### config.mk
export PLATFORM = sky130hd
export DESIGN_NAME = non_overlapping_interval_table
export DESIGN_NICKNAME = d
export VERILOG_FILES = /design/src/rtl/core/nit_pkg.sv /design/src/rtl/core/nit_ram.sv /design/src/rtl/core/non_overlapping_interval_table.sv
export SDC_FILE = /design/constraint.sdc
export NUM_CORES = 2
export LEC_CHECK = 0
export BUFFER_PORTS_ARGS = -buffer_cell sky130_fd_sc_hd__buf_2
export CAP_MARGIN = 10
export CORE_MARGIN = 2
export CORE_UTILIZATION = 30
export DETAILED_ROUTE_END_ITERATION = 8
export PLACE_DENSITY = 0.42
export SYNTH_ARGS = -nofsm -noshare
export SYNTH_HDL_FRONTEND = slang
export SYNTH_SLANG_ARGS = --single-unit
### constraint.sdc
create_clock -name clk -period 8.9 [get_ports clk]
set_input_delay 0.89 -clock clk [delete_from_list [all_inputs] [get_ports clk]]
set_output_delay 0.89 -clock clk [all_outputs]
set_load 0.05 [all_outputs]
### src/rtl/core/nit_pkg.sv
`default_nettype none

package nit_pkg;

    localparam int POS_W    = 32;
    localparam int LEN_W    = 32;
    localparam int CMD_W    = 3;
    localparam int STATUS_W = 2;
    localparam int REV_W    = 32;

    // Command codes.
    localparam logic [CMD_W-1:0] CMD_INSERT  = 3'd0;
    localparam logic [CMD_W-1:0] CMD_DELETE  = 3'd1;
    localparam logic [CMD_W-1:0] CMD_SET_SEL = 3'd2;
    localparam logic [CMD_W-1:0] CMD_CLR_SEL = 3'd3;
    localparam logic [CMD_W-1:0] CMD_DEL_SEL = 3'd4;
    localparam logic [CMD_W-1:0] CMD_CLR_ALL = 3'd5;
    localparam logic [CMD_W-1:0] CMD_LOOKUP  = 3'd6;

    // Status codes.
    localparam logic [STATUS_W-1:0] ST_DONE     = 2'd0;
    localparam logic [STATUS_W-1:0] ST_CONFLICT = 2'd1;
    localparam logic [STATUS_W-1:0] ST_MISSING  = 2'd2;
    localparam logic [STATUS_W-1:0] ST_FULL     = 2'd3;

    typedef struct packed {
        logic [CMD_W-1:0] cmd;
        logic [POS_W-1:0] pos;
        logic [LEN_W-1:0] len;
        logic             selected;
    } nit_req_t;

    typedef struct packed {
        logic [STATUS_W-1:0] status;
        logic [LEN_W-1:0]    mark_len;
        logic                mark_selected;
        logic [REV_W-1:0]    revision;
    } nit_rsp_t;

endpackage

`default_nettype wire

### src/rtl/core/nit_ram.sv
`default_nettype none

module nit_ram #(
    parameter int WIDTH = 64,
    parameter int DEPTH = 32,
    localparam int ADDR_W = (DEPTH > 1) ? $clog2(DEPTH) : 1
) (
    input  wire logic                  clk,
    input  wire logic                  wr_en,
    input  wire logic [ADDR_W-1:0]     wr_addr,
    input  wire logic [WIDTH-1:0]      wr_data,
    input  wire logic                  rd_en,
    input  wire logic [ADDR_W-1:0]     rd_addr,
    output logic      [WIDTH-1:0]      rd_data
);

    logic [WIDTH-1:0] mem [DEPTH];

    always_ff @(posedge clk)
    begin
        if (wr_en)
        begin
            mem[wr_addr] <= wr_data;
        end
        if (rd_en)
        begin
            rd_data <= mem[rd_addr];
        end
    end

endmodule

`default_nettype wire

### src/rtl/core/non_overlapping_interval_table.sv
`default_nettype none

// Channel  Handshake               Payload     Carries
// req      req_valid / req_stall   nit_req_t   one command: cmd, pos, len, selected
// rsp      rsp_valid / rsp_stall   nit_rsp_t   status, mark_len, mark_selected, revision
//
// Each request passes through the accept state, a scan that walks the
// start/length RAM one entry per cycle through its single registered read
// port, the overlap compare and the commit; the commit waits while an
// earlier response is still stalled. Reset empties the table at once
// through per-entry valid bits. A stalled response holds in the output
// register while the next request is taken and scanned.

module non_overlapping_interval_table
    import nit_pkg::*;
#(
    parameter int ENTRIES = 32
) (
    input  wire logic     clk,
    input  wire logic     rst_n,
    input  wire logic     req_valid,
    output logic          req_stall,
    input  wire nit_req_t req,
    output logic          rsp_valid,
    input  wire logic     rsp_stall,
    output nit_rsp_t      rsp
);

    localparam int IW = (ENTRIES > 1) ? $clog2(ENTRIES) : 1;
    localparam int CW = $clog2(ENTRIES + 1);
    localparam int RAM_W = POS_W + LEN_W;

    typedef enum logic [3:0] {
        S_IDLE   = 4'b0001,
        S_SCAN   = 4'b0010,
        S_CHECK  = 4'b0100,
        S_FINISH = 4'b1000
    } state_t;

    state_t state_reg, state_next;

    nit_req_t cur_reg, cur_next;

    logic [ENTRIES-1:0] valid_reg, valid_next;
    logic [ENTRIES-1:0] sel_reg, sel_next;
    logic [REV_W-1:0]   rev_reg, rev_next;

    logic [CW-1:0] issue_cnt_reg, issue_cnt_next;
    logic          pipe_vld_reg, pipe_vld_next;
    logic [IW-1:0] pipe_idx_reg, pipe_idx_next;

    logic             found_reg, found_next;
    logic [IW-1:0]    found_idx_reg, found_idx_next;
    logic [LEN_W-1:0] found_len_reg, found_len_next;
    logic             free_vld_reg, free_vld_next;
    logic [IW-1:0]    free_idx_reg, free_idx_next;
    logic             next_vld_reg, next_vld_next;
    logic [POS_W-1:0] next_start_reg, next_start_next;
    logic             prev_vld_reg, prev_vld_next;
    logic [POS_W-1:0] prev_start_reg, prev_start_next;
    logic [LEN_W-1:0] prev_len_reg, prev_len_next;
    logic             any_sel_reg, any_sel_next;
    logic             conflict_reg, conflict_next;

    logic     rsp_valid_reg, rsp_valid_next;
    nit_rsp_t rsp_reg, rsp_next;

    logic             issue_done;
    logic             ram_rd_en;
    logic             ram_wr_en;
    logic [RAM_W-1:0] ram_rd_data;
    logic [POS_W-1:0] e_start;
    logic [LEN_W-1:0] e_len;
    logic             e_live;
    logic [POS_W:0]   eff_len;
    logic [POS_W:0]   new_end;
    logic [POS_W:0]   prev_end;
    logic             finish_go;

    assign issue_done = (issue_cnt_reg == CW'(ENTRIES));
    assign ram_rd_en  = (state_reg == S_SCAN) && !issue_done;
    assign e_start    = ram_rd_data[RAM_W-1:LEN_W];
    assign e_len      = ram_rd_data[LEN_W-1:0];
    assign e_live     = pipe_vld_reg && valid_reg[pipe_idx_reg];
    assign finish_go  = (state_reg == S_FINISH) && !(rsp_valid_reg && rsp_stall);
    assign ram_wr_en  = finish_go && (cur_reg.cmd == CMD_INSERT)
                        && !conflict_reg && free_vld_reg;

    // A zero length still occupies one position for the overlap test.
    assign eff_len  = (cur_reg.len == '0) ? (POS_W+1)'(1) : {1'b0, cur_reg.len};
    assign new_end  = {1'b0, cur_reg.pos} + eff_len;
    assign prev_end = {1'b0, prev_start_reg} + {1'b0, prev_len_reg};

    nit_ram #(
        .WIDTH (RAM_W),
        .DEPTH (ENTRIES)
    ) u_ram (
        .clk     (clk),
        .wr_en   (ram_wr_en),
        .wr_addr (free_idx_reg),
        .wr_data ({cur_reg.pos, cur_reg.len}),
        .rd_en   (ram_rd_en),
        .rd_addr (issue_cnt_reg[IW-1:0]),
        .rd_data (ram_rd_data)
    );

    always_comb
    begin
        state_next      = state_reg;
        cur_next        = cur_reg;
        valid_next      = valid_reg;
        sel_next        = sel_reg;
        rev_next        = rev_reg;
        issue_cnt_next  = issue_cnt_reg;
        pipe_vld_next   = ram_rd_en;
        pipe_idx_next   = issue_cnt_reg[IW-1:0];
        found_next      = found_reg;
        found_idx_next  = found_idx_reg;
        found_len_next  = found_len_reg;
        free_vld_next   = free_vld_reg;
        free_idx_next   = free_idx_reg;
        next_vld_next   = next_vld_reg;
        next_start_next = next_start_reg;
        prev_vld_next   = prev_vld_reg;
        prev_start_next = prev_start_reg;
        prev_len_next   = prev_len_reg;
        any_sel_next    = any_sel_reg;
        conflict_next   = conflict_reg;
        rsp_valid_next  = rsp_valid_reg && rsp_stall;
        rsp_next        = rsp_reg;

        unique case (state_reg)
            S_IDLE:
            begin
                if (req_valid)
                begin
                    cur_next       = req;
                    issue_cnt_next = '0;
                    found_next     = 1'b0;
                    free_vld_next  = 1'b0;
                    next_vld_next  = 1'b0;
                    prev_vld_next  = 1'b0;
                    any_sel_next   = 1'b0;
                    state_next     = S_SCAN;
                end
            end

            S_SCAN:
            begin
                if (!issue_done)
                begin
                    issue_cnt_next = issue_cnt_reg + CW'(1);
                end
                // The entry read last cycle is judged here.
                if (pipe_vld_reg && !valid_reg[pipe_idx_reg] && !free_vld_reg)
                begin
                    free_vld_next = 1'b1;
                    free_idx_next = pipe_idx_reg;
                end
                if (e_live)
                begin
                    if (e_start == cur_reg.pos)
                    begin
                        found_next     = 1'b1;
                        found_idx_next = pipe_idx_reg;
                        found_len_next = e_len;
                    end
                    if (sel_reg[pipe_idx_reg])
                    begin
                        any_sel_next = 1'b1;
                    end
                    if (e_start >= cur_reg.pos)
                    begin
                        if (!next_vld_reg || (e_start < next_start_reg))
                        begin
                            next_vld_next   = 1'b1;
                            next_start_next = e_start;
                        end
                    end
                    else if (!prev_vld_reg || (e_start > prev_start_reg))
                    begin
                        prev_vld_next   = 1'b1;
                        prev_start_next = e_start;
                        prev_len_next   = e_len;
                    end
                end
                if (issue_done)
                begin
                    state_next = S_CHECK;
                end
            end

            S_CHECK:
            begin
                conflict_next = (next_vld_reg && ({1'b0, next_start_reg} < new_end))
                                || (prev_vld_reg && (prev_end > {1'b0, cur_reg.pos}));
                state_next    = S_FINISH;
            end

            S_FINISH:
            begin
                if (finish_go)
                begin
                    rsp_next.status        = ST_MISSING;
                    rsp_next.mark_len      = '0;
                    rsp_next.mark_selected = 1'b0;

                    unique case (cur_reg.cmd)
                        CMD_INSERT:
                        begin
                            if (conflict_reg)
                            begin
                                rsp_next.status = ST_CONFLICT;
                            end
                            else if (!free_vld_reg)
                            begin
                                rsp_next.status = ST_FULL;
                            end
                            else
                            begin
                                valid_next[free_idx_reg] = 1'b1;
                                sel_next[free_idx_reg]   = cur_reg.selected;
                                rev_next                 = rev_reg + REV_W'(1);
                                rsp_next.status          = ST_DONE;
                            end
                        end
                        CMD_DELETE:
                        begin
                            if (found_reg)
                            begin
                                valid_next[found_idx_reg] = 1'b0;
                                sel_next[found_idx_reg]   = 1'b0;
                                rev_next                  = rev_reg + REV_W'(1);
                                rsp_next.status           = ST_DONE;
                            end
                        end
                        CMD_SET_SEL:
                        begin
                            if (found_reg)
                            begin
                                sel_next[found_idx_reg] = cur_reg.selected;
                                rsp_next.status         = ST_DONE;
                            end
                        end
                        CMD_CLR_SEL:
                        begin
                            sel_next        = '0;
                            rsp_next.status = ST_DONE;
                        end
                        CMD_DEL_SEL:
                        begin
                            if (any_sel_reg)
                            begin
                                // Selection bits are only ever set on live entries.
                                valid_next      = valid_reg & ~sel_reg;
                                sel_next        = '0;
                                rev_next        = rev_reg + REV_W'(1);
                                rsp_next.status = ST_DONE;
                            end
                        end
                        CMD_CLR_ALL:
                        begin
                            valid_next      = '0;
                            sel_next        = '0;
                            rev_next        = rev_reg + REV_W'(1);
                            rsp_next.status = ST_DONE;
                        end
                        CMD_LOOKUP:
                        begin
                            if (found_reg)
                            begin
                                rsp_next.mark_len      = found_len_reg;
                                rsp_next.mark_selected = sel_reg[found_idx_reg];
                                rsp_next.status        = ST_DONE;
                            end
                        end
                        default:
                        begin
                            rsp_next.status = ST_MISSING;
                        end
                    endcase

                    rsp_next.revision = rev_next;
                    rsp_valid_next    = 1'b1;
                    state_next        = S_IDLE;
                end
            end

            default:
            begin
                state_next = S_IDLE;
            end
        endcase
    end

    always_ff @(posedge clk or negedge rst_n)
    begin
        if (!rst_n)
        begin
            state_reg     <= S_IDLE;
            valid_reg     <= '0;
            sel_reg       <= '0;
            rev_reg       <= '0;
            issue_cnt_reg <= '0;
            pipe_vld_reg  <= 1'b0;
            rsp_valid_reg <= 1'b0;
        end
        else
        begin
            state_reg     <= state_next;
            valid_reg     <= valid_next;
            sel_reg       <= sel_next;
            rev_reg       <= rev_next;
            issue_cnt_reg <= issue_cnt_next;
            pipe_vld_reg  <= pipe_vld_next;
            rsp_valid_reg <= rsp_valid_next;
        end
    end

    always_ff @(posedge clk)
    begin
        cur_reg        <= cur_next;
        pipe_idx_reg   <= pipe_idx_next;
        found_reg      <= found_next;
        found_idx_reg  <= found_idx_next;
        found_len_reg  <= found_len_next;
        free_vld_reg   <= free_vld_next;
        free_idx_reg   <= free_idx_next;
        next_vld_reg   <= next_vld_next;
        next_start_reg <= next_start_next;
        prev_vld_reg   <= prev_vld_next;
        prev_start_reg <= prev_start_next;
        prev_len_reg   <= prev_len_next;
        any_sel_reg    <= any_sel_next;
        conflict_reg   <= conflict_next;
        rsp_reg        <= rsp_next;
    end

    assign req_stall = (state_reg != S_IDLE);
    assign rsp_valid = rsp_valid_reg;
    assign rsp       = rsp_reg;

endmodule

`default_nettype wire

Word-level counts from Yosys, hierarchy flattened
Memories as Yosys holds them, arrays and structs flattened. A register that Yosys moved wholly into a read port is not among the register bits.
Index checks and enable logic that the tools add are counted.
{ "totals": {"ram_bits": 2048, "ff_bits": 392, "mem_count": 1, "inputBits": 72, "out_inout_bits": 69} }
{ "mem_list": {"columns": ["name", "depth", "word_bits", "read_ports", "rd_ports_with_merged_regs", "write_ports", "line_no", "rtl"], "rows": [
  ["u_ram.mem", 32, 64, 1, 1, 1, "nit_ram.sv:17", "logic [WIDTH-1:0] mem [DEPTH];"]
]} }
{ "op_classes": {"order_cmp": 10, "bitwise_logic": 7, "n_reduce_logical": 46, "eq_ne": 30, "mux": 63, "n_addsub": 4} }
{ "ops": {"columns": ["cell", "n"], "rows": [
  ["2-to-1 mux 32 bit", 14],
  ["one-hot mux 32 bit (4 select lines)", 2],
  ["one-hot mux 32 bit (5 select lines)", 1],
  ["bitwise AND 32 bit", 3],
  ["adder 32 x 32 -> 33 bit", 2],
  ["bitwise mux 32 bit", 2],
  ["inverter 32 bit", 2],
  ["2-to-1 mux 35 bit", 1],
  ["> comparator 33 x 32 -> 1 bit", 1],
  ["< comparator 32 x 33 -> 1 bit", 1],
  ["adder 32 x 1 -> 32 bit (second input constant)", 1],
  ["== test 32 bit", 1],
  [">= comparator 32 bit", 1],
  ["> comparator 32 bit", 1],
  ["zero test 32 bit", 1],
  ["< comparator 32 bit", 1],
  ["bitwise OR 32 bit", 1],
  ["inequality test 2 bit (second input constant)", 11],
  ["2-to-1 mux 1 bit", 21],
  ["< comparator 5 x 6 -> 1 bit (second input constant)", 3],
  ["one-hot mux 4 bit (4 select lines)", 1],
  ["AND reduction 4 bit", 4],
  ["binary-select mux 1 bit (select 5 bit)", 3],
  ["logical AND 1 bit", 13],
  ["other kinds (32)", 68]
]} }

Depth between registers and ports, before layout
{ "logic_depth": {"depth_word": 8, "ltp_mapped": 21, "depth_no_buf": 21} }

By module
From an unflattened synthesis, not the netlist that was laid out.
{ "hier_totals": {"cells_unflattened": 5140, "area_unflattened_um2": 102236.8} }
{ "by_module_without_submodules": {"columns": ["mod", "n_inst", "cells_each", "area_per_inst_um2"], "rows": [
  ["nit_ram", 1, 3096, 79605.1],
  ["non_overlapping_interval_table", 1, 2044, 22631.7]
]} }

Worst setup path before layout
No wires, ideal clock.
{ "synth_timing": {"path_kind": "flip-flop to flip-flop", "start": "register state_reg[1]", "end": "memory u_ram.mem[29][0] (enable)", "stages_incl_launch_ff": 8, "arrival_ns": 6.113, "setup_slack_ns": 2.223, "period_less_slack_ns": 6.677, "setup_time_ns": 0.564, "cell_sequence": "dfrtp_1 or4b_1 nand2b_1 clkbuf_1 inv_2 nand3_1 clkbuf_1 nor3_1"} }
{ "synth_between": {"elab_chain_cells": 7} }
{ "synth_rtl": {"columns": ["item", "line_no", "rtl"], "rows": [
  ["from (decl)", "non_overlapping_interval_table.sv:40", "state_t state_reg, state_next;"],
  ["from (signal assigned)", "non_overlapping_interval_table.sv:310", "state_reg <= state_next;"],
  ["== test 4 bit", "non_overlapping_interval_table.sv:85", "assign finish_go = (state_reg == S_FINISH) && !(rsp_valid_reg && rsp_stall);"],
  ["logical AND 1 bit", "non_overlapping_interval_table.sv:85", null],
  ["logical AND 1 bit", "non_overlapping_interval_table.sv:86", "assign ram_wr_en = finish_go && (cur_reg.cmd == CMD_INSERT)"],
  ["logical AND 1 bit (2 in series)", "non_overlapping_interval_table.sv:87", "&& !conflict_reg && free_vld_reg;"],
  ["2-to-1 mux 1 bit", "nit_ram.sv:21", "if (wr_en)"],
  ["2-to-1 mux 1 bit (implied by the code)", "nit_ram.sv:23", "mem[wr_addr] <= wr_data;"],
  ["to (decl)", "nit_ram.sv:17", null]
]} }
No other way between the ends.

Worst setup path in the final report
{ "layout_timing": {"start": "register cur_reg[26] (netlist bit)", "end": "register conflict_reg (data pin)"} }
{ "layout_between": {"elab_chain_cells": 6} }
{ "layout_rtl": {"columns": ["item", "line_no", "rtl"], "rows": [
  ["from (decl)", "non_overlapping_interval_table.sv:42", "nit_req_t cur_reg, cur_next;"],
  ["from (signal assigned)", "non_overlapping_interval_table.sv:322", "cur_reg <= cur_next;"],
  ["zero test 32 bit", "non_overlapping_interval_table.sv:90", "assign eff_len = (cur_reg.len == '0) ? (POS_W+1)'(1) : {1'b0, cur_reg.len};"],
  ["2-to-1 mux 32 bit (*)", "non_overlapping_interval_table.sv:90", null],
  ["adder 32 x 32 -> 33 bit (*)", "non_overlapping_interval_table.sv:91", "assign new_end = {1'b0, cur_reg.pos} + eff_len;"],
  ["< comparator 32 x 33 -> 1 bit (*)", "non_overlapping_interval_table.sv:195", "conflict_next = (next_vld_reg && ({1'b0, next_start_reg} < new_end))"],
  ["logical AND 1 bit (*)", "non_overlapping_interval_table.sv:195", null],
  ["logical OR 1 bit (*)", "non_overlapping_interval_table.sv:196", "|| (prev_vld_reg && (prev_end > {1'b0, cur_reg.pos}));"],
  ["to (signal assigned)", "non_overlapping_interval_table.sv:335", "conflict_reg <= conflict_next;"],
  ["to (decl)", "non_overlapping_interval_table.sv:63", "logic conflict_reg, conflict_next;"]
]} }
Every way passes the cells marked *; elsewhere a longest branch is shown, timed or not.
A chain may end at the register's enable or synchronous reset.

==> impl_metrics.yaml <==
outcome:
  status: "finished clean"
clock_network:
  cts_tree: "built"
  cts_setup_buffers: 0
  clkTransAtPathRegs_ns: 0.07
  cts_buffers: 289
  cts_buffer_depth: 4
  htreeDepth: 5
  cts_resized: 0
  cts_root_buf: "clkbuf_16"
  clk_latency_ns: 0.91
  cts-hold-fix-buffers: 0
  cts.sinks: 2504
synthesis:
  ys_ff_latch: 2504
  async_flop_share: 0.0431
  ys_types: 82
  synth_area_leader_cell: "edfxtp_1"
  synth-edff-count: 2391
  syn-num-nets: 5358
  yosys-top-cells-area: "edfxtp_1 (70%), mux4_2 (15%), ha_1 (2.8%)"
  yosysSeqAreaShare: 0.731
  avgSynthCellArea_um2: 20.2
  synth_most_common_cell: "edfxtp_1"
  syn_inst: 5059
  yosys_warnings: 0
  synth_top_flop_cell: "edfxtp_1"
  synth_top_cell_area_share: 0.703
  netlist_area_um2: 102000
  synth_common_cells: "edfxtp_1 (2,391), mux4_2 (668), ha_1 (225)"
job:
  cap_violations: 0
die:
  coreArea_um2: 339000
  die_x_um: 587
  io_pins: 141
  std_cell_rows: 214
  fp.dieArea_um2: 345000
  die_h_um: 587
  start_util: 0.301
global_route:
  grt_pass1_wl_mm: 444
  grt.overflow.total: 0
  grt.total_usage: 0.182
  antenna_found_initial: 24
  grt_max_degree: 114
  grt_pass1_vias: 54066
setup_path:
  cp-start-kind: "flop"
  required_ns: 9.54
  arrival_ns: 6.67
  path_class: "flop to flop"
  r2r_slack_ns: 2.88
  r2r-start: "cur_reg[26]"
  rr_worst_depth: 19
  critPathLaunch: "cur_reg[26]"
  crit_cells: 19
  slowest_delay_ns: 1.03
  cp_cell_sequence: "nor4_1, nand4_1, o21bai_1, ha_1, fa_1, a21oi_1, nand4b_1, a31oi_1, a211oi_1, o311ai_2, a221oi_1, nand2b_1, xnor2_1, ha_1, a41oi_1, a21oi_1, nor3_1, o31a_1, a211o_1"
  critPathBufInv: 0
  crit_path_max_fanout: 34
  slowest_stage: "edfxtp_1"
  cpLargestDelayFamily: "compound AO/OA/AOI/OAI gates"
  cp-end-kind: "flop"
  r2r_end: "conflict_reg"
  endpoint: "conflict_reg"
drt:
  dr.pass1.iters: 7
  ant_nets: 0
  wirelength_mm: 320
  drt_iter0_markers: 4967
  viasPerCell: 5.13
  routedWlPerCell_um: 31.5
  drcViolationCount: 0
  via_count: 52158
timing:
  fmax_ghz: 0.166
  period_needed_ns: 6.02
  worstMarginPinSlew_ns: 1.15
  setup_viol: 0
  post-route-period-util: 0.677
  drv_slew: 0
  rsz0062_at_grt: "no"
  finalHoldViolations: 0
  max-slew-margin-rel: 0.233
  finalSetupTns_ns: 0
  fin_skew_ns: 0.0436
power:
  power.leakage_nw: 37.6
  powerDensity_nw_per_um2: 275
  ir_drop_v: 0.000227
cells_and_area:
  largest_reg_flops: 2048
  drive_above_1_share: 0.269
  finalNonFillerCells: 10158
  layout.nets: 5691
  syn_to_final_growth_pct: 15.9
placed_design:
  gp_congestion: 0.852
  hpwl_mm: 172
  portBuffers: 140
  place_inst: 9637
worst_hold_path:
  hold_path_class: "input pin to async pin"
[routing by layer]
metal  wire length (µm)  vias up  track usage  part of all wire
li1                   -    21619            -                 -
met3              14000      390       0.0222             0.044
met5                 23        -            0          0.000072
met2             154000     1416        0.300              0.48
met4               6240        4       0.0369             0.020
met1             146000    28729        0.260              0.46
[how the worst min path moves through the flow]
stage,to,cells past startpoint
global placement,found_len_reg[19],0
detailed placement,prev_len_reg[1],0
CTS,valid_reg[13],1
floorplan,pipe_idx_reg[2],0
finish,rsp_valid,1
global route,rsp_valid,1
[power breakdown]
part	switching, mW	internal (mW)	total, mW	leakage, nW
clock network	4.95	6.55	11.5	4.42
registers	0.372	13.7	14.0	23.0
logic	3.82	3.20	7.02	10.3
[logic make-up after synthesis]
kind of cell             synth area share
multiplexers                        0.155
adder cells (fa/ha/maj)            0.0280
flip-flops                          0.731
XOR/XNOR                           0.0104
AO/OA/AOI/OAI                      0.0345
buffers and inverters              0.0151
AND/OR/NAND/NOR                    0.0265
[worst register-to-register path, cell delays in order, from the launching register on]
cell and delay, ns:
edfxtp_1 1.03, nor4_1 0.20, nand4_1 0.29, o21bai_1 0.12, ha_1 0.23, fa_1 0.42, a21oi_1 0.18, nand4b_1 0.16
a31oi_1 0.22, a211oi_1 0.72, o311ai_2 0.24, a221oi_1 0.39, nand2b_1 0.12, xnor2_1 0.15, ha_1 0.30, a41oi_1 0.12
a21oi_1 0.18, nor3_1 0.06, o31a_1 0.34, a211o_1 0.29
[layout make-up]
cell class,instances,area (µm²)
fill,31689,221000
antenna,8,20.0
clock buffer,353,7540
tap,4536,5680
sequential,2504,74600
multi-input combinational,2161,26200
clock inverter,160,1520
inverter,131,502
timing repair buffer,305,2310
[metrics by stage]
step / power (mW) / cell area, µm² / hold slack [ns] / utilization / setup slack (ns)
6_report: 32.6 / 118000 / 0.0494 / 0.349 / 2.88
4_1_cts: 33.1 / 118000 / 0.0149 / 0.349 / 2.87
2_1_floorplan: 19.0 / 102000 / 0.345 / - / 2.22
5_1_grt: 33.9 / 118000 / 0.0494 / 0.349 / 2.50
3_5_place_dp: 21.5 / 109000 / 0.448 / 0.322 / 2.93
3_3_place_gp: 21.5 / 109000 / 0.460 / 0.322 / 2.88
[cells in the final DEF, fill, tap and decap left out, drive strengths merged, types with 33 or more instances in the layout]
cell type,netlist,layout
edfxtp,2391,2391
mux4,668,668
clkbuf,210,353
buf,53,305
ha,225,225
a21oi,151,151
inv,130,142
nor2,135,135
clkinv,1,128
o21ai,118,118
dfrtp,107,107
nand2,93,93
a21o,78,78
mux2,68,68
xnor2,66,66
nor3,62,62
xor2,55,55
nand3,45,45
nand4,44,44
and2,42,42
o22ai,34,34
a22oi,33,33
o22a,33,33
Note: power is estimated with default switching activity, not from simulation.
